===== src/hdl/gle_pkg.sv =====
// Package for the GIF LZW encoder: item types, dictionary entry layout,
// controller states and command/status bundles.
// No dependencies; every other file of the block imports it.
package gle_pkg;

    localparam int KEY_W     = 20;
    localparam int CODE_W    = 12;
    localparam int NFC_W     = 13;
    localparam int WIDTH_W   = 4;
    localparam int EPOCH_W   = 8;
    localparam int ACC_W     = 24;
    localparam int FILL_W    = 5;

    localparam logic [WIDTH_W-1:0] WIDTH_CAP = 4'd12;
    localparam logic [3:0]         MCS_RESET = 4'd8;
    localparam logic [3:0]         MCS_MIN   = 4'd2;
    localparam logic [3:0]         MCS_MAX   = 4'd8;
    localparam logic [31:0]        HASH_MULT = 32'h9E3779B1;

    typedef struct packed {
        logic [7:0] pixel;
        logic       first_pixel;
        logic       last_pixel;
    } pix_item_t;

    typedef struct packed {
        logic [7:0] out_byte;
        logic       block_end;
        logic [7:0] block_len;
        logic       frame_done;
    } byte_item_t;

    typedef struct packed {
        logic [EPOCH_W-1:0] epoch;
        logic [KEY_W-1:0]   key;
        logic [CODE_W-1:0]  code;
    } dict_entry_t;

    typedef enum logic [3:0] {
        S_CLEAR,
        S_IDLE,
        S_START,
        S_EMIT_CLR0,
        S_HASH,
        S_READ,
        S_CMP,
        S_EMIT_PFX,
        S_EMIT_FCLR,
        S_TAIL,
        S_EMIT_LPFX,
        S_EMIT_END,
        S_DONE
    } ctrl_state_t;

    typedef enum logic [1:0] {
        SEL_CLEAR,
        SEL_PREFIX,
        SEL_END
    } code_sel_t;

    typedef struct packed {
        logic      latch;
        logic      restart;
        logic      prefix_pix;
        logic      prefix_hit;
        logic      load_hash;
        logic      addr_inc;
        logic      insert;
        logic      clr_step;
        code_sel_t code_sel;
    } dp_cmd_t;

    typedef struct packed {
        logic probe_empty;
        logic probe_hit;
        logic dict_full;
        logic clr_pending;
        logic clr_last;
        logic last;
    } dp_sts_t;

    typedef struct packed {
        logic emit;
        logic fresh;
        logic last_code;
    } pk_cmd_t;

endpackage


===== src/hdl/gle_ctrl.sv =====
// Controller state machine: sequences input acceptance, dictionary probes,
// code emission and the clearing sweep. Depends on gle_pkg.
module gle_ctrl
    import gle_pkg::*;
(
    input  logic    clk,
    input  logic    rst_n,
    input  logic    pix_valid,
    input  logic    first_in,
    output logic    pix_ready,
    input  dp_sts_t sts,
    input  logic    pk_ready,
    output dp_cmd_t cmd,
    output pk_cmd_t pk_cmd
);

    ctrl_state_t state_reg, state_next;
    logic        in_frame_reg, in_frame_next;

    always_ff @(posedge clk or negedge rst_n)
    begin
        if (!rst_n)
        begin
            state_reg    <= S_CLEAR;
            in_frame_reg <= 1'b0;
        end
        else
        begin
            state_reg    <= state_next;
            in_frame_reg <= in_frame_next;
        end
    end

    always_comb
    begin
        state_next    = state_reg;
        in_frame_next = in_frame_reg;
        pix_ready     = 1'b0;
        cmd           = '0;
        cmd.code_sel  = SEL_PREFIX;
        pk_cmd        = '0;

        case (state_reg)
            S_CLEAR:
            begin
                cmd.clr_step = 1'b1;
                if (sts.clr_last)
                begin
                    state_next = S_IDLE;
                end
            end
            S_IDLE:
            begin
                pix_ready = 1'b1;
                if (pix_valid)
                begin
                    cmd.latch = 1'b1;
                    if (first_in || !in_frame_reg)
                    begin
                        in_frame_next = 1'b1;
                        state_next    = S_START;
                    end
                    else
                    begin
                        state_next = S_HASH;
                    end
                end
            end
            S_START:
            begin
                cmd.restart    = 1'b1;
                cmd.prefix_pix = 1'b1;
                state_next     = S_EMIT_CLR0;
            end
            S_EMIT_CLR0:
            begin
                cmd.code_sel = SEL_CLEAR;
                if (pk_ready)
                begin
                    pk_cmd.emit  = 1'b1;
                    pk_cmd.fresh = 1'b1;
                    state_next   = S_TAIL;
                end
            end
            S_HASH:
            begin
                cmd.load_hash = 1'b1;
                state_next    = S_READ;
            end
            S_READ:
            begin
                state_next = S_CMP;
            end
            S_CMP:
            begin
                if (sts.probe_hit)
                begin
                    cmd.prefix_hit = 1'b1;
                    state_next     = S_TAIL;
                end
                else if (sts.probe_empty)
                begin
                    state_next = S_EMIT_PFX;
                end
                else
                begin
                    cmd.addr_inc = 1'b1;
                    state_next   = S_READ;
                end
            end
            S_EMIT_PFX:
            begin
                cmd.code_sel = SEL_PREFIX;
                if (pk_ready)
                begin
                    pk_cmd.emit = 1'b1;
                    if (sts.dict_full)
                    begin
                        state_next = S_EMIT_FCLR;
                    end
                    else
                    begin
                        // The address register still points at the empty slot.
                        cmd.insert     = 1'b1;
                        cmd.prefix_pix = 1'b1;
                        state_next     = S_TAIL;
                    end
                end
            end
            S_EMIT_FCLR:
            begin
                cmd.code_sel = SEL_CLEAR;
                if (pk_ready)
                begin
                    pk_cmd.emit    = 1'b1;
                    cmd.restart    = 1'b1;
                    cmd.prefix_pix = 1'b1;
                    state_next     = S_TAIL;
                end
            end
            S_TAIL:
            begin
                state_next = sts.last ? S_EMIT_LPFX : S_DONE;
            end
            S_EMIT_LPFX:
            begin
                cmd.code_sel = SEL_PREFIX;
                if (pk_ready)
                begin
                    pk_cmd.emit = 1'b1;
                    state_next  = S_EMIT_END;
                end
            end
            S_EMIT_END:
            begin
                cmd.code_sel = SEL_END;
                if (pk_ready)
                begin
                    pk_cmd.emit      = 1'b1;
                    pk_cmd.last_code = 1'b1;
                    in_frame_next    = 1'b0;
                    state_next       = S_DONE;
                end
            end
            S_DONE:
            begin
                state_next = sts.clr_pending ? S_CLEAR : S_IDLE;
            end
            default:
            begin
                state_next = S_IDLE;
            end
        endcase
    end

endmodule


===== config.mk =====
export PLATFORM = sky130hd
export DESIGN_NAME = gle_ctrl
export DESIGN_NICKNAME = d
export VERILOG_FILES = /design/src/hdl/gle_pkg.sv /design/src/hdl/gle_ctrl.sv
export SDC_FILE = /design/constraint.sdc
export NUM_CORES = 1
export LEC_CHECK = 0
export BUFFER_PORTS_ARGS = -buffer_cell sky130_fd_sc_hd__buf_2
export CORE_AREA = 2 2 39 41
export CTS_CLUSTER_DIAMETER = 30
export CTS_CLUSTER_SIZE = 8
export DETAILED_ROUTE_END_ITERATION = 16
export DIE_AREA = 0 0 41 43
export PLACE_DENSITY = 0.72
export SETUP_SLACK_MARGIN = 0.3
export SYNTH_ARGS = -nofsm -noshare
export SYNTH_HDL_FRONTEND = slang
export SYNTH_SLANG_ARGS = --single-unit

===== constraint.sdc =====
create_clock -name clk -period 3.3 [get_ports clk]
set_input_delay 0.165 -clock clk [delete_from_list [all_inputs] [get_ports clk]]
set_output_delay 0.165 -clock clk [all_outputs]
set_load 0.01 [all_outputs]

[Word level (Yosys, flattened, before mapping)]
Cells that the tools add are included.
Cells by class
  add/subtract/negate cells: 0
  multiply operators: 0
  divide/modulo/power cells: 0
  magnitude comparators: 0
  equal/unequal tests: 19
  shift operators: 0
  mux-type cells: 38
  bitwise operators: 0
  reduce and logical (&&, ||, !) cells: 8
Operators with widths (count)
  one-hot mux 4 bit (12 select lines): 1
  2-to-1 mux 4 bit: 7
  2-to-1 mux 1 bit: 21
  equality test 4 bit, second input constant: 5
  equality test 4 x 3 -> 1 bit, second input constant: 4
  != test 2 bit, second input constant: 6
  equality test 4 x 2 -> 1 bit, second input constant: 2
  2-to-1 mux 3 bit: 2
  one-hot mux 1 bit (2 select lines): 3
  AND reduction 6 bit: 1
  equality test 4 x 1 -> 1 bit, second input constant: 1
  logical NOT 4 bit: 1
  2-to-1 mux 2 bit: 2
  one-hot mux 2 bit (2 select lines): 1
  AND reduction 4 bit: 1
  OR reduction 4 bit: 1
  one-hot mux 1 bit (3 select lines): 1
  != test 2 x 1 -> 1 bit, second input constant: 1
  nonzero test 2 bit: 1
  OR reduction 2 bit: 1
  logical NOT 1 bit: 1
  logical OR 1 bit: 1
Storage, ports and cells
  register bits after elaboration: 5
  bits in latches: 0
  RAM bits: 0
  ROM bits: 0
  input bits: 11
  output and inout port bits: 14
  word-level logic and storage cells: 67
  memories kept: 0

[Longest topological paths before layout]
Gate-level depths: netlist (run 1).
  depth after elaboration: 5
  mapped depth: 5
  mapped depth without buffers: 4

[Worst setup path before layout (run 1)]
Ideal clock, no wire load.
  path kind: reg-to-reg
  from: reg state_reg[3]
  to: reg state_reg[0]
  library setup time: 0.125 ns
  data arrival time: 1.472 ns
  data required time: 3.175 ns
  path slack: 1.703 ns
  cell stages (with the launch flop): 5
  path buffers: 0
  clock period less this slack: 1.597 ns
  cell sequence: dfrtp_1 or4_4 a21oi_4 nor4_4 mux2_4
On the way
  word-level cells in the longest chain between the ends: 4
  elaborated cells on any way between the ends: 22
  those cells by class: eq/ne (18); mux (1); reduce/logical (3)
Ends and longest elaborated chain
  start, declared: RTL line gle_ctrl.sv:17  | ctrl_state_t state_reg, state_next;
  start signal, assigned: RTL line gle_ctrl.sv:29  | state_reg <= state_next;
  equality test 4 bit or equality test 4 x 2 -> 1 bit (tied branches): RTL line gle_ctrl.sv:43  | case (state_reg)
  OR reduction 2 bit (no source line)
  != test 2 x 1 -> 1 bit (no source line)
  AND reduction 6 bit (no source line)
Several ways; a longest one is shown, not always the timed one.
A chain may end at the register's enable or synchronous reset.

[Final worst setup path (run 1)]
Ends and elaborated chain as after synthesis.

==> flow_summary.json, run 1 <==
{
  "status": "complete, no violations",
  "numClockSinks": 5,
  "worstSkewPairLatency_ps": 240,
  "yosysSeqAreaShare_pct": 22.7,
  "ys.flop_type": "dfrtp_1",
  "tightest_slew_ps": 515,
  "hold_violations": 0,
  "async_flop_share_pct": 100,
  "synth_area_leaders": "dfrtp_1 (23%), nand2b_1 (8.0%), mux2_4 (5.5%), and2_1 (4.5%), nor4_4 (3.9%)",
  "grt_pass1_wl_um": 2020,
  "drive_gt1_share_pct": 34.8,
  "syn_nets": 78,
  "max_freq_mhz": 539,
  "dp_slack_ps": 1460,
  "gp_congestion": 0.793,
  "synth_cells": 67,
  "routedWlPerCell_um": 12.8,
  "areaGrowthSynthToFinish_pct": 28.9,
  "yosysWarnings": 0,
  "vias_per_cell": 5.65,
  "dpl.hpwl_um": 1010,
  "crit_arrival_ps": 1980,
  "post-route-util_pct": 51.3,
  "setup_viol": 0,
  "power-per-cell-area_nw_per_um2": 872,
  "finalSetupTns_ps": 0,
  "post_cts_buffers": 0,
  "synth_top_area_share_pct": 22.7,
  "clock-root-buffer": "clkbuf_4",
  "cts_buffers": 3,
  "drv_cap": 0,
  "setup_ws_ps": 1440,
  "place_inst": 103,
  "track_usage_pct": 17.0,
  "die_area_sq_um": 1760,
  "layout.nets": 104,
  "ant_nets": 0,
  "yosys_register_bits": 5,
  "ctsHtreeMaxLevel": 1,
  "drt_wl_total_um": 1380,
  "crit_required_ps": 3420,
  "ys_types": 35,
  "avgSynthCellArea_sq_um": 8.22,
  "fin_skew_ps": 0.0830,
  "antenna_found_initial": 0,
  "synth_commonest_cells": "nand2b_1 (7), dfrtp_1 (5)",
  "ir_drop_uv": 453,
  "port_buffers": 24,
  "die_width_um": 41,
  "leakagePower_nw": 0.347,
  "drt-initial-drc-count": 24,
  "max_slew_margin_pct": 65.2,
  "finalPower_uw": 619,
  "finalCritPeriodShare_pct": 56.2,
  "cp-start-kind": "flop",
  "fin_crit_ps": 1860,
  "synth.most_common_cell": "nand2b_1",
  "rsz0062_at_grt": "false",
  "syn_area_sq_um": 551,
  "via_count": 610,
  "holdWs_ps": 213,
  "place_area_sq_um": 673,
  "cts_buffer_depth": 2,
  "final_area_sq_um": 709,
  "final_cells": 108,
  "worstSetupPathType": "flop to flop",
  "grt_start_max_net_pins": 19,
  "synth_edf_count": 0,
  "drt-pass1-iter-count": 4,
  "clk_pin_slew_ps": 40,
  "antenna_cells": 0,
  "end_kind": "flop",
  "cts_tree": "yes",
  "largest_reg_flops": 4,
  "coreArea_sq_um": 1380,
  "num_rows": 14,
  "fill_cells": 144,
  "yosys.area.top_type": "dfrtp_1",
  "finalMaxSlewViolations": 0,
  "start_util_pct": 39.8,
  "die_y_um": 43,
  "grt-ovfl-total": 0,
  "worstPathMaxFanout": 17,
  "io_pins": 25,
  "drc_errors": 0,
  "grt_pass1_vias": 490,
  "hold_class": "input pin to flop"
}
repair_timing:
action,in CTS,in global routing
hold buffers,1,0
hold endpoints to repair,5,0
resized for setup,0,0
report_power, final:
part | switching, mW | total (mW) | internal [mW]
clock | 0.0246 | 0.0702 | 0.0457
combinational | 0.164 | 0.361 | 0.198
sequential | 0.0989 | 0.187 | 0.0883
logic make-up (layout without fill, tap and decap cells):
logic type,count (synthesis),count (layout),synth area share [%]
AND/OR/NAND/NOR,36,36,43.2
flip-flops,5,5,22.7
multiplexers,3,3,7.27
buffers and inverters,8,33,5.91
AO/OA/AOI/OAI,15,15,20.9
placed cells by master (no fill, tap or decap), types with 3 or more instances in the layout:
| cell type | netlist | final |
|---|---|---|
| buf_2 | 2 | 24 |
| nand2b_1 | 7 | 7 |
| dfrtp_1 | 5 | 5 |
| nor3_1 | 4 | 4 |
| and2_1 | 4 | 4 |
| inv_1 | 4 | 4 |
| nor2_1 | 4 | 4 |
| nand2_1 | 3 | 3 |
| a21oi_1 | 3 | 3 |
| clkbuf_4 | 0 | 3 |
routing by layer:
layer / track usage [%] / vias up / share of wire (%)
met2: 27.2 / 24 / 53
met4: 4.00 / 0 / 0
met1: 20.7 / 289 / 43
met3: 6.28 / 0 / 4.0
li1: - / 297 / -
met5: 0 / - / 0
critical path, stage by stage (launching register included):
cell and delay, ps:
dfrtp_1 600, nand2b_1 270, nor3b_1 110, nor4_4 430
mux2_4 330
layout make-up:
class | instances | area, sq um | share of cell area, %
inverter | 4 | 15.0 | 2.12
clock buffer | 4 | 26.3 | 3.70
tap | 16 | 20.0 | 2.82
sequential | 5 | 125 | 17.6
multi-input combinational | 54 | 393 | 55.4
timing repair buffer | 25 | 130 | 18.3
path summary, 6_finish.rpt:
kind | start | endpoint | slack [ps] | cells after the start
setup / recovery | state_reg[3]$_DFFE_PN0P_ | state_reg[0]$_DFFE_PN0P_ | 1440 | 4
hold / removal | pix_valid | in_frame_reg$_DFFE_PN0P_ | 210 | 3
setup reg to reg | state_reg[3]$_DFFE_PN0P_ | state_reg[0]$_DFFE_PN0P_ | 1440 | 4
hold reg to reg | in_frame_reg$_DFFE_PN0P_ | in_frame_reg$_DFFE_PN0P_ | 570 | 2
max in group asynchronous | rst_n | state_reg[0]$_DFFE_PN0P_ | 2890 | 2
min in group asynchronous | rst_n | in_frame_reg$_DFFE_PN0P_ | 280 | 2
No activity file was read; power rests on OpenSTA's default activity.
==> inputs of run 2 (changes only) <==
- clock period: 3.3 -> 1.8 ns (I/O delays scaled with it)
==> run 2 against run 1 <==
Net effect: global-route usage up 4.8 points; critical path depth unchanged; largest cell class unchanged; critical path type unchanged; maximum frequency up 12%.
==> flow_summary.json, run 2 (synthesis gave the netlist of run 1 again) <==
{
  "status": "complete, no violations",
  "grt-ovfl-total": 0,
  "io_pins": 25,
  "max_freq_mhz": 602,
  "clock-root-buffer": "clkbuf_4",
  "holdCritStartpoint": "pix_valid",
  "cts_buffer_depth": 2,
  "crit_arrival_ps": 1780,
  "dp_slack_ps": 160,
  "max_stage_delay_ps": 570,
  "worstPathMaxFanout": 5,
  "coreArea_sq_um": 1380,
  "setup.worst_path.start": "state_reg[3]$_DFFE_PN0P_",
  "worstSetupPathType": "flop to flop",
  "num_rows": 14,
  "final_cells": 125,
  "grt_pass1_vias": 646,
  "power-per-cell-area_nw_per_um2": 1780,
  "largest_reg_flops": 4,
  "drt_wl_total_um": 1920,
  "finalMaxSlewViolations": 0,
  "setup_viol": 0,
  "ctsHtreeMaxLevel": 1,
  "finalSetupTns_ps": 0,
  "worstReg2RegEnd": "state_reg[0]$_DFFE_PN0P_",
  "place_inst": 107,
  "drt-initial-drc-count": 17,
  "layout.nets": 121,
  "max_slew_margin_pct": 67.4,
  "gp_congestion": 0.734,
  "fin_skew_ps": 3.74,
  "grt_pass1_wl_um": 2640,
  "r2r_cells": 4,
  "areaGrowthSynthToFinish_pct": 67.7,
  "setup_ws_ps": 140,
  "hold_class": "input pin to flop",
  "drive_gt1_share_pct": 58.7,
  "rr_startpoint": "state_reg[3]$_DFFE_PN0P_",
  "end_kind": "flop",
  "port_buffers": 24,
  "ir_drop_uv": 1090,
  "rsz0062_at_grt": "true",
  "path_cells": "or4_4 > a21oi_4 > nor4_4 > mux2_4",
  "grt_start_max_net_pins": 15,
  "hold_violations": 0,
  "antenna_cells": 0,
  "leakagePower_nw": 0.447,
  "die_width_um": 41,
  "rrSetupSlack_ps": 140,
  "die_y_um": 43,
  "track_usage_pct": 21.8,
  "worstSkewPairLatency_ps": 240,
  "vias_per_cell": 5.64,
  "final_cell_mix": "buf_2 (24), buf_4 (14), nand2b_1 (5)",
  "cts_buffers": 3,
  "tightest_slew_ps": 485,
  "drv_cap": 0,
  "die_area_sq_um": 1760,
  "crit_end": "state_reg[0]$_DFFE_PN0P_",
  "cts_tree": "yes",
  "via_count": 705,
  "fin_crit_ps": 1660,
  "ant_nets": 0,
  "routedWlPerCell_um": 15.3,
  "worstHoldPathCells": 3,
  "crit_required_ps": 1920,
  "drt-pass1-iter-count": 4,
  "finalPower_mw": 1.64,
  "start_util_pct": 39.8,
  "post-route-util_pct": 66.7,
  "dpl.hpwl_um": 1140,
  "antenna_found_initial": 0,
  "numClockSinks": 5,
  "clk_pin_slew_ps": 50,
  "finalCritPeriodShare_pct": 92.2,
  "final_common_cell": "buf_2",
  "crit_slowest_cell": "or4_4",
  "cp-start-kind": "flop",
  "drc_errors": 0
}
[run 2: cell types whose count changed in the layout (fill, tap and decap cells not counted), moves of 2 or more]
cell,delta
nor3_1,-3
nand2b_1,-2
nor3_2,+2
buf_6,+3
buf_4,+14
dfrtp_2,+2
dfrtp_1,-2
[run 2: cell type report]
cell class / instances / area, sq um
clock buffer: 4 / 26.3
fill: 124 / 460
inverter: 4 / 15.0
sequential: 5 / 128
multi-input combinational: 54 / 465
tap: 16 / 20.0
timing repair buffer: 42 / 269
[run 2: worst max-delay path: cells and delay by family (launching register included)]
family | cells | cell delay, ps
DFF | 1 | 420
AOI/OAI and AO/OA | 1 | 160
muxes | 1 | 310
and+or+nand+nor | 2 | 640
[run 2: worst min-delay path by stage]
stage / to / slack (ps)
2_1_floorplan: in_frame_reg$_DFFE_PN0P_ / -210
3_5_place_dp: in_frame_reg$_DFFE_PN0P_ / -90
4_1_cts: in_frame_reg$_DFFE_PN0P_ / 140
6_report: in_frame_reg$_DFFE_PN0P_ / 140
3_3_place_gp: in_frame_reg$_DFFE_PN0P_ / -100
5_1_grt: in_frame_reg$_DFFE_PN0P_ / 170
[run 2: stage by stage]
step                hold WS (ps)  area [sq um]
finish                       145           923
global route                 167           923
CTS                          143           818
detailed placement         -93.0           703
global placement           -97.1           703
floorplan                   -206           551
[run 2: layer usage]
layer / share of wire [%] / global-route usage, %
met3: 3.9 / 4.71
met5: 0 / 0
met1: 40 / 24.9
met4: 2.4 / 15.3
met2: 54 / 33.8
[run 2: report_power, final]
part	switching [mW]	internal [mW]
clock	0.0436	0.0837
sequential	0.0689	0.169
combinational	0.608	0.670
[run 2: repair_timing]
item,in CTS,in global routing
buffers inserted,7,6
hold endpoints to repair,5,0
pin swaps,0,2
setup endpoints to repair,13,18
hold buffers,1,0
gates resized for setup,8,13
