### src/hdl/gle_pkg.sv
// Package for the GIF LZW encoder: item types, dictionary entry layout,
// controller states and command/status bundles.
// No dependencies; every other file of the block imports it.
package gle_pkg;

    localparam int KEY_W     = 20;
    localparam int CODE_W    = 12;
    localparam int NFC_W     = 13;
    localparam int WIDTH_W   = 4;
    localparam int EPOCH_W   = 8;
    localparam int ACC_W     = 24;
    localparam int FILL_W    = 5;

    localparam logic [WIDTH_W-1:0] WIDTH_CAP = 4'd12;
    localparam logic [3:0]         MCS_RESET = 4'd8;
    localparam logic [3:0]         MCS_MIN   = 4'd2;
    localparam logic [3:0]         MCS_MAX   = 4'd8;
    localparam logic [31:0]        HASH_MULT = 32'h9E3779B1;

    typedef struct packed {
        logic [7:0] pixel;
        logic       first_pixel;
        logic       last_pixel;
    } pix_item_t;

    typedef struct packed {
        logic [7:0] out_byte;
        logic       block_end;
        logic [7:0] block_len;
        logic       frame_done;
    } byte_item_t;

    typedef struct packed {
        logic [EPOCH_W-1:0] epoch;
        logic [KEY_W-1:0]   key;
        logic [CODE_W-1:0]  code;
    } dict_entry_t;

    typedef enum logic [3:0] {
        S_CLEAR,
        S_IDLE,
        S_START,
        S_EMIT_CLR0,
        S_HASH,
        S_READ,
        S_CMP,
        S_EMIT_PFX,
        S_EMIT_FCLR,
        S_TAIL,
        S_EMIT_LPFX,
        S_EMIT_END,
        S_DONE
    } ctrl_state_t;

    typedef enum logic [1:0] {
        SEL_CLEAR,
        SEL_PREFIX,
        SEL_END
    } code_sel_t;

    typedef struct packed {
        logic      latch;
        logic      restart;
        logic      prefix_pix;
        logic      prefix_hit;
        logic      load_hash;
        logic      addr_inc;
        logic      insert;
        logic      clr_step;
        code_sel_t code_sel;
    } dp_cmd_t;

    typedef struct packed {
        logic probe_empty;
        logic probe_hit;
        logic dict_full;
        logic clr_pending;
        logic clr_last;
        logic last;
    } dp_sts_t;

    typedef struct packed {
        logic emit;
        logic fresh;
        logic last_code;
    } pk_cmd_t;

endpackage

### src/hdl/gle_packer.sv
// Bit packer: appends codes LSB first and, with the output free, drains one byte per
// cycle to an output register, tagging sub-block and frame ends. Depends on gle_pkg.
module gle_packer
    import gle_pkg::*;
#(
    parameter int SUB_BLOCK_BYTES = 255
)
(
    input  logic               clk,
    input  logic               rst_n,
    input  pk_cmd_t            cmd,
    input  logic [CODE_W-1:0]  code,
    input  logic [WIDTH_W-1:0] width,
    output logic               ready,
    output logic               byte_valid,
    input  logic               byte_ready,
    output byte_item_t         byte_item
);

    logic [ACC_W-1:0]  acc_reg, acc_next;
    logic [FILL_W-1:0] fill_reg, fill_next;
    logic              last_reg, last_next;
    logic [7:0]        cnt_reg, cnt_next;
    logic              obv_reg, obv_next;
    byte_item_t        item_reg, item_next;

    logic              slot_free;
    logic              drain;
    logic [CODE_W-1:0] masked;
    logic [ACC_W-1:0]  acc_base;
    logic [FILL_W-1:0] fill_base;
    logic [FILL_W-1:0] fill_left;
    logic              is_last;
    logic [7:0]        cnt_inc;
    logic              closes;

    assign slot_free = !obv_reg || byte_ready;
    assign ready     = (fill_reg < FILL_W'(8)) && !last_reg;
    assign drain     = ((fill_reg >= FILL_W'(8)) || (last_reg && fill_reg != '0)) && slot_free;

    always_comb
    begin
        // A width of 12 makes the shifted one wrap to zero, so the mask is all ones.
        masked    = code & ((CODE_W'(1) << width) - CODE_W'(1));
        acc_base  = cmd.fresh ? '0 : acc_reg;
        fill_base = cmd.fresh ? '0 : fill_reg;
        fill_left = (fill_reg >= FILL_W'(8)) ? fill_reg - FILL_W'(8) : '0;
        is_last   = last_reg && (fill_left == '0);
        cnt_inc   = cnt_reg + 8'd1;
        closes    = (cnt_inc >= 8'(SUB_BLOCK_BYTES)) || is_last;

        acc_next  = acc_reg;
        fill_next = fill_reg;
        last_next = last_reg;
        cnt_next  = cnt_reg;
        obv_next  = obv_reg;
        item_next = item_reg;

        if (cmd.emit)
        begin
            acc_next  = acc_base | (ACC_W'(masked) << fill_base);
            fill_next = fill_base + FILL_W'(width);
            last_next = cmd.last_code;
            if (cmd.fresh)
            begin
                cnt_next = '0;
            end
        end
        else if (drain)
        begin
            obv_next             = 1'b1;
            item_next.out_byte   = acc_reg[7:0];
            item_next.block_end  = closes;
            item_next.block_len  = cnt_inc;
            item_next.frame_done = is_last;
            cnt_next             = closes ? '0 : cnt_inc;
            acc_next             = is_last ? '0 : (acc_reg >> 8);
            fill_next            = fill_left;
            if (is_last)
            begin
                last_next = 1'b0;
            end
        end

        if (!drain && byte_ready)
        begin
            obv_next = 1'b0;
        end
    end

    always_ff @(posedge clk or negedge rst_n)
    begin
        if (!rst_n)
        begin
            acc_reg  <= '0;
            fill_reg <= '0;
            last_reg <= 1'b0;
            cnt_reg  <= '0;
            obv_reg  <= 1'b0;
        end
        else
        begin
            acc_reg  <= acc_next;
            fill_reg <= fill_next;
            last_reg <= last_next;
            cnt_reg  <= cnt_next;
            obv_reg  <= obv_next;
        end
    end

    always_ff @(posedge clk)
    begin
        item_reg <= item_next;
    end

    assign byte_valid = obv_reg;
    assign byte_item  = item_reg;

endmodule

### config.mk
export PLATFORM = sky130hd
export DESIGN_NAME = gle_packer
export DESIGN_NICKNAME = d
export VERILOG_FILES = /design/src/hdl/gle_pkg.sv /design/src/hdl/gle_packer.sv
export SDC_FILE = /design/constraint.sdc
export NUM_CORES = 1
export LEC_CHECK = 0
export BUFFER_PORTS_ARGS = -buffer_cell sky130_fd_sc_hd__buf_2
export CAP_MARGIN = 15
export CORE_MARGIN = 2
export CORE_UTILIZATION = 55
export CTS_BUF_LIST = sky130_fd_sc_hd__clkbuf_8
export DETAILED_ROUTE_END_ITERATION = 12
export GPL_ROUTABILITY_DRIVEN = 1
export GPL_TIMING_DRIVEN = 0
export PLACE_DENSITY_LB_ADDON = 0.2
export SKIP_CTS_REPAIR_TIMING = 1
export SYNTH_ARGS = -nofsm -noshare
export SYNTH_HDL_FRONTEND = slang
export SYNTH_SLANG_ARGS = --single-unit
### constraint.sdc
create_clock -name clk -period 2.45 [get_ports clk]
set_input_delay 0.1225 -clock clk [delete_from_list [all_inputs] [get_ports clk]]
set_output_delay 0.1225 -clock clk [all_outputs]
set_load 0.03 [all_outputs]
# ---- Word-level counts from Yosys, hierarchy flattened
# Cells that the tools add are included.
dict set report word_totals {
  ff_bits 57
  inputBits 22
  out_inout_bits 20
  elab_cells 61
}
dict set report classes {
  add_sub_neg 4
  n_lt_le_gt_ge 3
  eq_ne 2
  shift 2
  mux 18
  bitwise_logic 3
  reduce_logical 20
}
# op n
set ops {}
lappend ops {{2-to-1 mux 24 bit} 3}
lappend ops {{2-to-1 mux 8 bit} 4}
lappend ops {{OR 24 bit} 1}
lappend ops {{<< shifter 12 x 5 -> 24 bit} 1}
lappend ops {{2-to-1 mux 5 bit} 4}
lappend ops {{2-to-1 mux 16 bit} 1}
lappend ops {{bitwise AND 12 bit} 1}
lappend ops {{<< shifter 1 x 4 -> 12 bit (first input constant)} 1}
lappend ops {{subtractor 12 x 1 -> 12 bit (second input constant)} 1}
lappend ops {{adder 8 x 1 -> 8 bit (second input constant)} 1}
lappend ops {{>= comparator 8 bit (second input constant)} 1}
lappend ops {{AND reduction 2 bit} 4}
lappend ops {{2-to-1 mux 1 bit} 6}
lappend ops {{nonzero test 2 bit} 3}
lappend ops {{adder 5 x 4 -> 5 bit} 1}
lappend ops {{>= comparator 5 x 4 -> 1 bit (second input constant)} 1}
lappend ops {{logical AND 1 bit} 5}
lappend ops {{zero test 5 bit} 1}
lappend ops {{< comparator 5 x 4 -> 1 bit (second input constant)} 1}
lappend ops {{nonzero test 5 bit} 1}
lappend ops {{subtractor 5 x 4 -> 5 bit (second input constant)} 1}
lappend ops {{zero test 1 bit} 3}
lappend ops {{logical OR 1 bit} 3}
lappend ops {{inequality test 2 x 1 -> 1 bit (second input constant)} 1}
lappend ops {{2 further kinds} 2}

# ---- Longest topological paths before layout
# Gate-level depths: netlist (run 1).
dict set report depth {
  word_depth 8
  ltp_mapped 14
  ltp_nobuf 10
}

# ---- Worst setup path before layout (run 1)
# Ideal clock, no wire load.
dict set report synth_path {
  kind {input to register}
  startpoint {in width[3]}
  endpoint {reg acc_reg[13]}
  setup_time_ns 0.064
  t_arrival_ns 2.686
  t_required_ns 2.386
  path_slack_ns -0.300
  stages 11
  n_path_buf 3
  cell_sequence {buf_2 > buf_2 > or4_1 > ha_1 > buf_2 > or4_1 > a21bo_1 > a211oi_2 > o21bai_1 > a311oi_2 > a21o_1}
}
dict set report synth_via {
  elab_chain_cells 6
}
# element line_no
set synth_lines {}
lappend synth_lines {{from (decl)} gle_packer.sv:13} ;# input logic [WIDTH_W-1:0] width,
lappend synth_lines {{<< shifter 1 x 4 -> 12 bit} gle_packer.sv:44} ;# masked = code & ((CODE_W'(1) << width) - CODE_W'(1));
lappend synth_lines {{subtractor 12 x 1 -> 12 bit} gle_packer.sv:44}
lappend synth_lines {{bitwise AND 12 bit} gle_packer.sv:44}
lappend synth_lines {{<< shifter 12 x 5 -> 24 bit} gle_packer.sv:61} ;# acc_next = acc_base | (ACC_W'(masked) << fill_base);
lappend synth_lines {{OR 24 bit} gle_packer.sv:61}
lappend synth_lines {{2-to-1 mux 24 bit} gle_packer.sv:59} ;# if (cmd.emit)
lappend synth_lines {{to (signal assigned)} gle_packer.sv:103} ;# acc_reg <= acc_next;
lappend synth_lines {{to (decl)} gle_packer.sv:20} ;# logic [ACC_W-1:0] acc_reg, acc_next;
# No other way between the ends.
# A chain may end at the register's enable or synchronous reset.

# ---- Worst setup path in the final report (run 1)
dict set report layout_path {
  startpoint {reg fill_reg[2]}
  endpoint {reg fill_reg[4]}
}
dict set report layout_via {
  elab_chain_cells 5
  word_cells_on_any_way 12
  cone_classes {add/sub (2); order compare (1); mux (4); reduce/logical (5)}
}
# element line_no
set layout_lines {}
lappend layout_lines {{from (decl)} gle_packer.sv:21} ;# logic [FILL_W-1:0] fill_reg, fill_next;
lappend layout_lines {{from (signal assigned)} gle_packer.sv:104} ;# fill_reg <= fill_next;
lappend layout_lines {{branches (longest 5 deep; another with subtractor 5 x 4 -> 5 bit)} -}
# Several ways; the timed one is not identified. The select of a mux whose other input is x is not followed.

==> metrics.md, run 1 <==
| Metric | Value |
|---|---|
| Run status | finished, violations left |
| Failing checks | negative hold slack, negative setup slack |
| I/O Buffers | 41 |
| Clock root buffer | clkbuf_8 |
| Critical R2R Launch | fill_reg[2] |
| Initial core utilization | between 50% and 60% |
| Post-synth EDFFs | 18 |
| CTS clk-pin slew, worst paths | 0.07 ns |
| Final hold vios | 1 |
| LEAKAGE | 2.03 nW |
| Internal | around 2.5 mW |
| I/O pin cnt | 42 |
| Full die area | roughly 7700 um^2 |
| Crit start category | register |
| Crit path capture type | register |
| Drt wl/cell | around 20 um |
| Maximum clock path buffer count | 2 |
| First-pass GRT wire length | 19.0 mm |
| Clk_lat worst skew | between 0.3 and 0.4 ns |
| Largest net degree at the start of global routing | 40 |
| Core footprint | around 6800 um^2 |
| Final Core Density | between 70% and 80% |
| Vias | slightly below 4000 |
| Post-route ant nets | 0 |
| Critical Path RT | roughly 2.7 ns |
| Commonest cells post-synth | nand2_1, dfrtp_1, o21ai_0, nor2_1, nand3_1 |
| Total grt overflow | 0 |
| Slew margin rel. | 39.1% |
| RSZ-0062 raised after global routing | yes |
| Critical path type | reg2reg |
| R2R setup slack | -0.006 ns |
| Reg2reg path depth | 10 |
| Hold Startpoint | cmd[0] |
| Pwr Density | slightly below 900 nW/um^2 |
| Max-Cap Viols | 0 |
| Ys flop type | dfrtp_1 |
| CTS sink count | 57 |
| Die width | between 80 and 90 um |
| Net count after synthesis | approximately 470 |
| Largest family of logic cells by synthesized area | compound AO/OA/AOI/OAI gates |
| Synthesized cell area | approximately 3900 um^2 |
| Clock share of power | 23.5% |
| Worst slew pin tran | roughly 0.91 ns |
| Netlist cell types | slightly above 70 |
| CTS tree | built |
| Rows | 30 |
| WP data arrival | 2.74 ns |
| Largest register FFs | 24 |
| Simple-gate area share of the yosys netlist | roughly 20% |
| Final setup violation count | 1 |
| Switch Pwr | 1.71 mW |
| Synth area leaders | dfrtp_1, edfxtp_1, nand2_1 |
| Yosys top cell by area | dfrtp_1 |
| Clk_skew | between 0.01 and 0.015 ns |
| Syn_area_per_cell | roughly 9 um^2 |
| Worst Hold End | last_reg |
| Via-to-Cell Ratio | 6.54 |
| Gr usage total | 32.2% |
| Final worst slack | -0.00553 ns |
| Drt pass-1 iters | 6 |
| DRC violation count after routing | 0 |
| Post-synth top area share | 25.2% |
| CTS H-tree lvls | 3 |
| Top-count cell post-synth | nand2_1 |
| Die Y | just under 90 um |
| Vias in the first global route | around 3600 |
| Ant. Diodes | 0 |
| Sequential power share | between 30% and 40% |
| Area grow syn2layout | 23.6% |
| NumNets Final | 535 |
| XOR/XNOR Fraction of Synth Area | around 1.8% |
| Tcrit/Tclk final | 100% |
| Crit Path Max Fanout | 10 |
| Peak Freq | around 0.41 GHz |
| Post-DP HPWL | roughly 9 mm |
| Peak supply drop | ~0.52 mV |
| Drt total wl | 12.3 mm |
| Adder-cell share of the synthesized area | approximately 2.8% |
| Final min period | roughly 2.5 ns |
| RR Endpoint | fill_reg[4] |
| Sw Ratio | a little over 40% |
| Synth Warn # | 0 |
| Share of synthesized registers carrying an async set or reset | between 60 and 70% |
| Synthesized instance count | roughly 440 |
| WHS Path Cells | 3 |
| DR iter-0 viols | between 500 and 600 |
| Synth Area in Compound Gates | a little over a quarter |
| Post-synthesis mux area share | about 3.3% |
| CTS Buf Count | 9 |
| Max Slew Vio Count | 0 |
| Post-synthesis sequential area ratio | 39.2% |
| Logic pwr share | between 40% and 50% |
| Initial antenna violation count | 0 |
| Synth Register Bits | 57 |
| Final RePlAce weighted congestion | 0.976 |
| Share of cells above drive strength 1 | between 20% and 30% |
| Worst hold slack | -0.0142 ns |
| Hold Path Class | in2reg |
## critical path, stage by stage, from the launching register on
cell and delay (ns):
dfrtp_1 0.40, nand2b_1 0.07, buf_2 0.19, inv_1 0.16, clkbuf_1 0.49, ha_1 0.38, nor2b_2 0.16, o21ai_1 0.12
nand2b_1 0.10, o22ai_1 0.19, a32o_1 0.15
## per-stage QoR
step	worst slack, ns	area, um^2	TNS, ns	std cells	power [mW]
finish	-0.00553	4790	-0.00553	606	4.20
global route	-0.145	4790	-0.239	606	4.41
CTS	-0.212	4500	-3.67	589	4.06
global placement	-0.519	4270	-15.88	572	3.05
floorplan	-0.128	3940	-0.562	435	2.59
detailed placement	-0.550	4280	-10.46	573	3.09
## cells by family (layout without fill, tap and decap cells)
logic type | after synthesis | in the layout
adders and majority gates | 8 | 8
xor gates and xnor gates | 8 | 8
DFF | 57 | 57
AOI/OAI and AO/OA | 147 | 147
and+or+nand+nor | 154 | 154
buffers and inverters | 50 | 125
muxes | 11 | 11
## final cells by class
type | count | area (um^2)
fillers | 536 | 2010
flip-flops and latches | 57 | 1520
clock buffers | 10 | 138
well taps | 96 | 120
clock inverters | 6 | 82.6
repair buffers | 62 | 397
plain buffers | 27 | 188
multi-input cells | 328 | 2270
inverters | 20 | 75.1
## worst max-delay path by stage
stage	cells past startpoint	from	slack, ns	endpoint
after detailed placement	12	width[2]	-0.55	acc_reg[9]
after CTS	14	fill_reg[0]	-0.21	fill_reg[4]
after global routing	14	fill_reg[0]	-0.14	fill_reg[4]
after floorplan	11	width[2]	-0.13	acc_reg[13]
after global placement	13	width[2]	-0.52	acc_reg[14]
final	10	fill_reg[2]	-0.006	fill_reg[4]
## layer usage
| metal | GRT usage, % | vias to the layer above | wire (um) |
|---|---|---|---|
| met2 | 50.7 | 223 | 5820 |
| met3 | 4.90 | 40 | 915 |
| met4 | 9.23 | 0 | 258 |
| li1 | - | 1797 | - |
| met1 | 46.3 | 1904 | 5320 |
| met5 | 0 | - | 0 |
## placed cells by master, fill, tap and decap left out, types with 13 or more instances in the layout
cell type	synthesis	final
nand2_1	43	43
buf_2	13	41
dfrtp_1	39	39
nor2_1	30	29
o21ai_0	32	26
nand3_1	22	22
inv_1	20	21
buf_4	1	20
edfxtp_1	18	18
a22oi_1	14	14
clkbuf_1	15	13
## power groups by stage
| stage | registers (mW) | logic, mW | clock network (mW) |
|---|---|---|---|
| 2_1_floorplan | 1.59 | 1.00 | 0 |
| 3_3_place_gp | 1.48 | 1.58 | 0 |
| 3_5_place_dp | 1.48 | 1.60 | 0 |
| 4_1_cts | 1.47 | 1.61 | 0.981 |
| 5_1_grt | 1.50 | 1.88 | 1.03 |
| 6_report | 1.47 | 1.74 | 0.989 |
(Power assumes the default switching activity.)
==> run 2: changes to the inputs <==
--- a/config.mk
+++ b/config.mk
@@ -7,8 +7,10 @@
 export LEC_CHECK = 0
 export BUFFER_PORTS_ARGS = -buffer_cell sky130_fd_sc_hd__buf_2
 export CAP_MARGIN = 15
+export CELL_PAD_IN_SITES_DETAIL_PLACEMENT = 1
+export CELL_PAD_IN_SITES_GLOBAL_PLACEMENT = 2
 export CORE_MARGIN = 2
-export CORE_UTILIZATION = 55
+export CORE_UTILIZATION = 34
 export CTS_BUF_LIST = sky130_fd_sc_hd__clkbuf_8
 export DETAILED_ROUTE_END_ITERATION = 12
 export GPL_ROUTABILITY_DRIVEN = 1
==> metrics.md, run 2 (same netlist as run 1, synthesis figures left out) <==
| Metric | Value |
|---|---|
| Top Metal Used | met4 |
| I/O pin cnt | 42 (unchanged) |
| Post-route cell area | 4820 um^2 (+0.76%) |
| Vias | 3785 (-4.5%) |
| Design Power | 4.00 mW (-4.7%) |
| DR iter-0 viols | 234 (-57%) |
| Drt total wl | 13.5 mm (+9.6%) |
| Crit start category | primary input |
| CTS tree | built |
| First-pass GRT wire length | 21.1 mm (+11%) |
| Peak Freq | 0.400 GHz (-1.7%) |
| Via-to-Cell Ratio | 5.82 (-11%) |
| Logic pwr share | 44.7% (+3.2 points) |
| Post-route ant nets | 0 (unchanged) |
| WL met2 | 6.70 mm (+15%) |
| Crit Path Max Fanout | 4 (-6) |
| CTS H-tree lvls | 3 (unchanged) |
| Post-route insts no fill | 650 (+7.3%) |
| Switch Pwr | 1.73 mW (+1.2%) |
| Critical path type | in2reg |
| CTS Buf Count | 9 (unchanged) |
| LEAKAGE | 2.01 nW (-1.3%) |
| Final min period | 2.50 ns (+0.0429 ns) |
| Final worst slack | -0.0485 ns (-0.0429 ns) |
| Largest register FFs | 24 (unchanged) |
| Commonest non-fill, non-tap cell in the layout | nand2_1 |
| Vias in the first global route | 3740 (+4.1%) |
| Clk_lat worst skew | 0.34 ns (about the same) |
| Final hold vios | 0 (-1) |
| WL met3 | 456 um (-50%) |
| Hold Startpoint | width[0] |
| Tcrit/Tclk final | 102% (+1.8 points) |
| Slew margin rel. | 38.7% (-0.33 points) |
| Hold Path Class | in2reg |
| Crit path capture type | register |
| Worst slew pin tran | 0.919 ns (+0.00498 ns) |
| Largest net degree at the start of global routing | 40 (unchanged) |
| Sw Ratio | 43.1% (+2.5 points) |
| Die Y | 111 um (+26%) |
| Initial antenna violation count | 0 (unchanged) |
| Total grt overflow | 0 (unchanged) |
| Peak supply drop | 0.386 mV (-25%) |
| CTS clk-pin slew, worst paths | 0.07 ns (about the same) |
| Crit path from | width[1] |
| Maximum clock path buffer count | 2 (unchanged) |
| Clk_skew | 0.00422 ns (-0.00635 ns) |
| Share of cells above drive strength 1 | 24.3% (+0.20 points) |
| Failing checks | negative setup slack |
| NumNets Final | 535 (unchanged) |
| Final Core Density | 43.9% (-27 points) |
| Drt pass-1 iters | 7 (+1) |
| Post-DP HPWL | 10.1 mm (+15%) |
| Post-Route M1 WL | 6.05 mm (+14%) |
| Core footprint | 11000 um^2 (+62%) |
| Worst hold slack | 0.208 ns (+0.223 ns) |
| Max Slew Vio Count | 0 (unchanged) |
| Run status | finished, violations left |
| I/O Buffers | 41 (unchanged) |
| Internal | 2.28 mW (-8.8%) |
| Rows | 38 (+27%) |
| Pwr Density | 830 nW/um^2 (-5.4%) |
| Full die area | 12300 um^2 (+59%) |
| Max-Cap Viols | 0 (unchanged) |
| Initial core utilization | 35.2% (-22 points) |
| Final RePlAce weighted congestion | 0.848 (-13%) |
| Ant. Diodes | 0 (unchanged) |
| Area grow syn2layout | 24.6% |
| Most frequent cells in the layout | nand2_1, buf_2, dfrtp_1, nor2_1, o21ai_0 |
| RSZ-0062 raised after global routing | yes |
| Sequential power share | 36.8% (+1.8 points) |
| Clock share of power | 18.5% (-5.0 points) |
| WP data arrival | 2.78 ns (+0.04 ns) |
| Critical R2R Launch | fill_reg[2] |
| Post-DP Area | 4330 um^2 (+1.2%) |
| CTS sink count | 57 (unchanged) |
| Critical Path RT | 2.74 ns (about the same) |
| Clock root buffer | clkbuf_8 |
| Gr usage total | 21.7% (-11 points) |
| Drt wl/cell | 20.7 um (+2.1%) |
| Final setup violation count | 3 (+2) |
| # placed instances | 616 (+7.5%) |
| DRC violation count after routing | 0 (unchanged) |
| Die width | 111 um (+26%) |
## run 2: changes by cell type in the layout (fill, tap and decap cells not counted), sizes merged
cell / before / now
bufinv: 2 / 0
clkinvlp: 0 / 1
dlygate4sd3: 2 / 3
clkinv: 3 / 6
inv: 21 / 20
dlymetal6s2s: 1 / 0
clkbuf: 25 / 24
## run 2: layer usage
| layer | vias to the layer above | GRT usage, % |
|---|---|---|
| met5 | - | 0 |
| met4 | 0 | 7.17 |
| met3 | 15 | 3.17 |
| met2 | 90 | 36.2 |
| met1 | 1891 | 28.9 |
| li1 | 1789 | - |
## run 2: cell type report
class | instances | area [um^2]
Tap cell | 140 | 175
Fill cell | 1308 | 6160
Multi-Input combinational cell | 328 | 2290
Timing Repair Buffer | 63 | 414
Clock buffer | 9 | 124
Inverter | 20 | 75.1
Clock inverter | 7 | 37.5
Buffer | 26 | 193
Sequential cell | 57 | 1520
## run 2: power groups by stage
stage	Clock (mW)	Sequential [mW]	Combinational (mW)
final	0.741	1.47	1.79
after global routing	0.805	1.50	1.95
after CTS	0.753	1.47	1.67
after detailed placement	0	1.49	1.66
after global placement	0	1.48	1.64
after floorplan	0	1.59	1.00
## run 2: path summary, 6_finish.rpt
check | endpoint | slack, ns | depth (start not counted)
setup / recovery | acc_reg[13] | -0.05 | 10
hold / removal | fill_reg[0] | 0.21 | 4
setup reg to reg | fill_reg[4] | 0.09 | 9
hold reg to reg | byte_item[14] | 0.45 | 0
max in group asynchronous | acc_reg[16] | 1.42 | 2
min in group asynchronous | acc_reg[6] | 0.45 | 2
## run 2: worst max-delay path, stage by stage
cell      delay, ns
buf_12         0.10
buf_8          0.11
or4_4          0.54
ha_4           0.19
or4_4          0.50
a21bo_4        0.26
a211oi_4       0.35
o21bai_2       0.14
a311oi_2       0.31
a21o_1         0.16
## run 2: stage by stage
stage,setup WS [ns],TNS [ns]
CTS,-0.374,-5.18
detailed placement,-0.608,-11.96
finish,-0.0485,-0.0558
global route,-0.0833,-0.250
global placement,-0.576,-18.46
floorplan,-0.128,-0.562
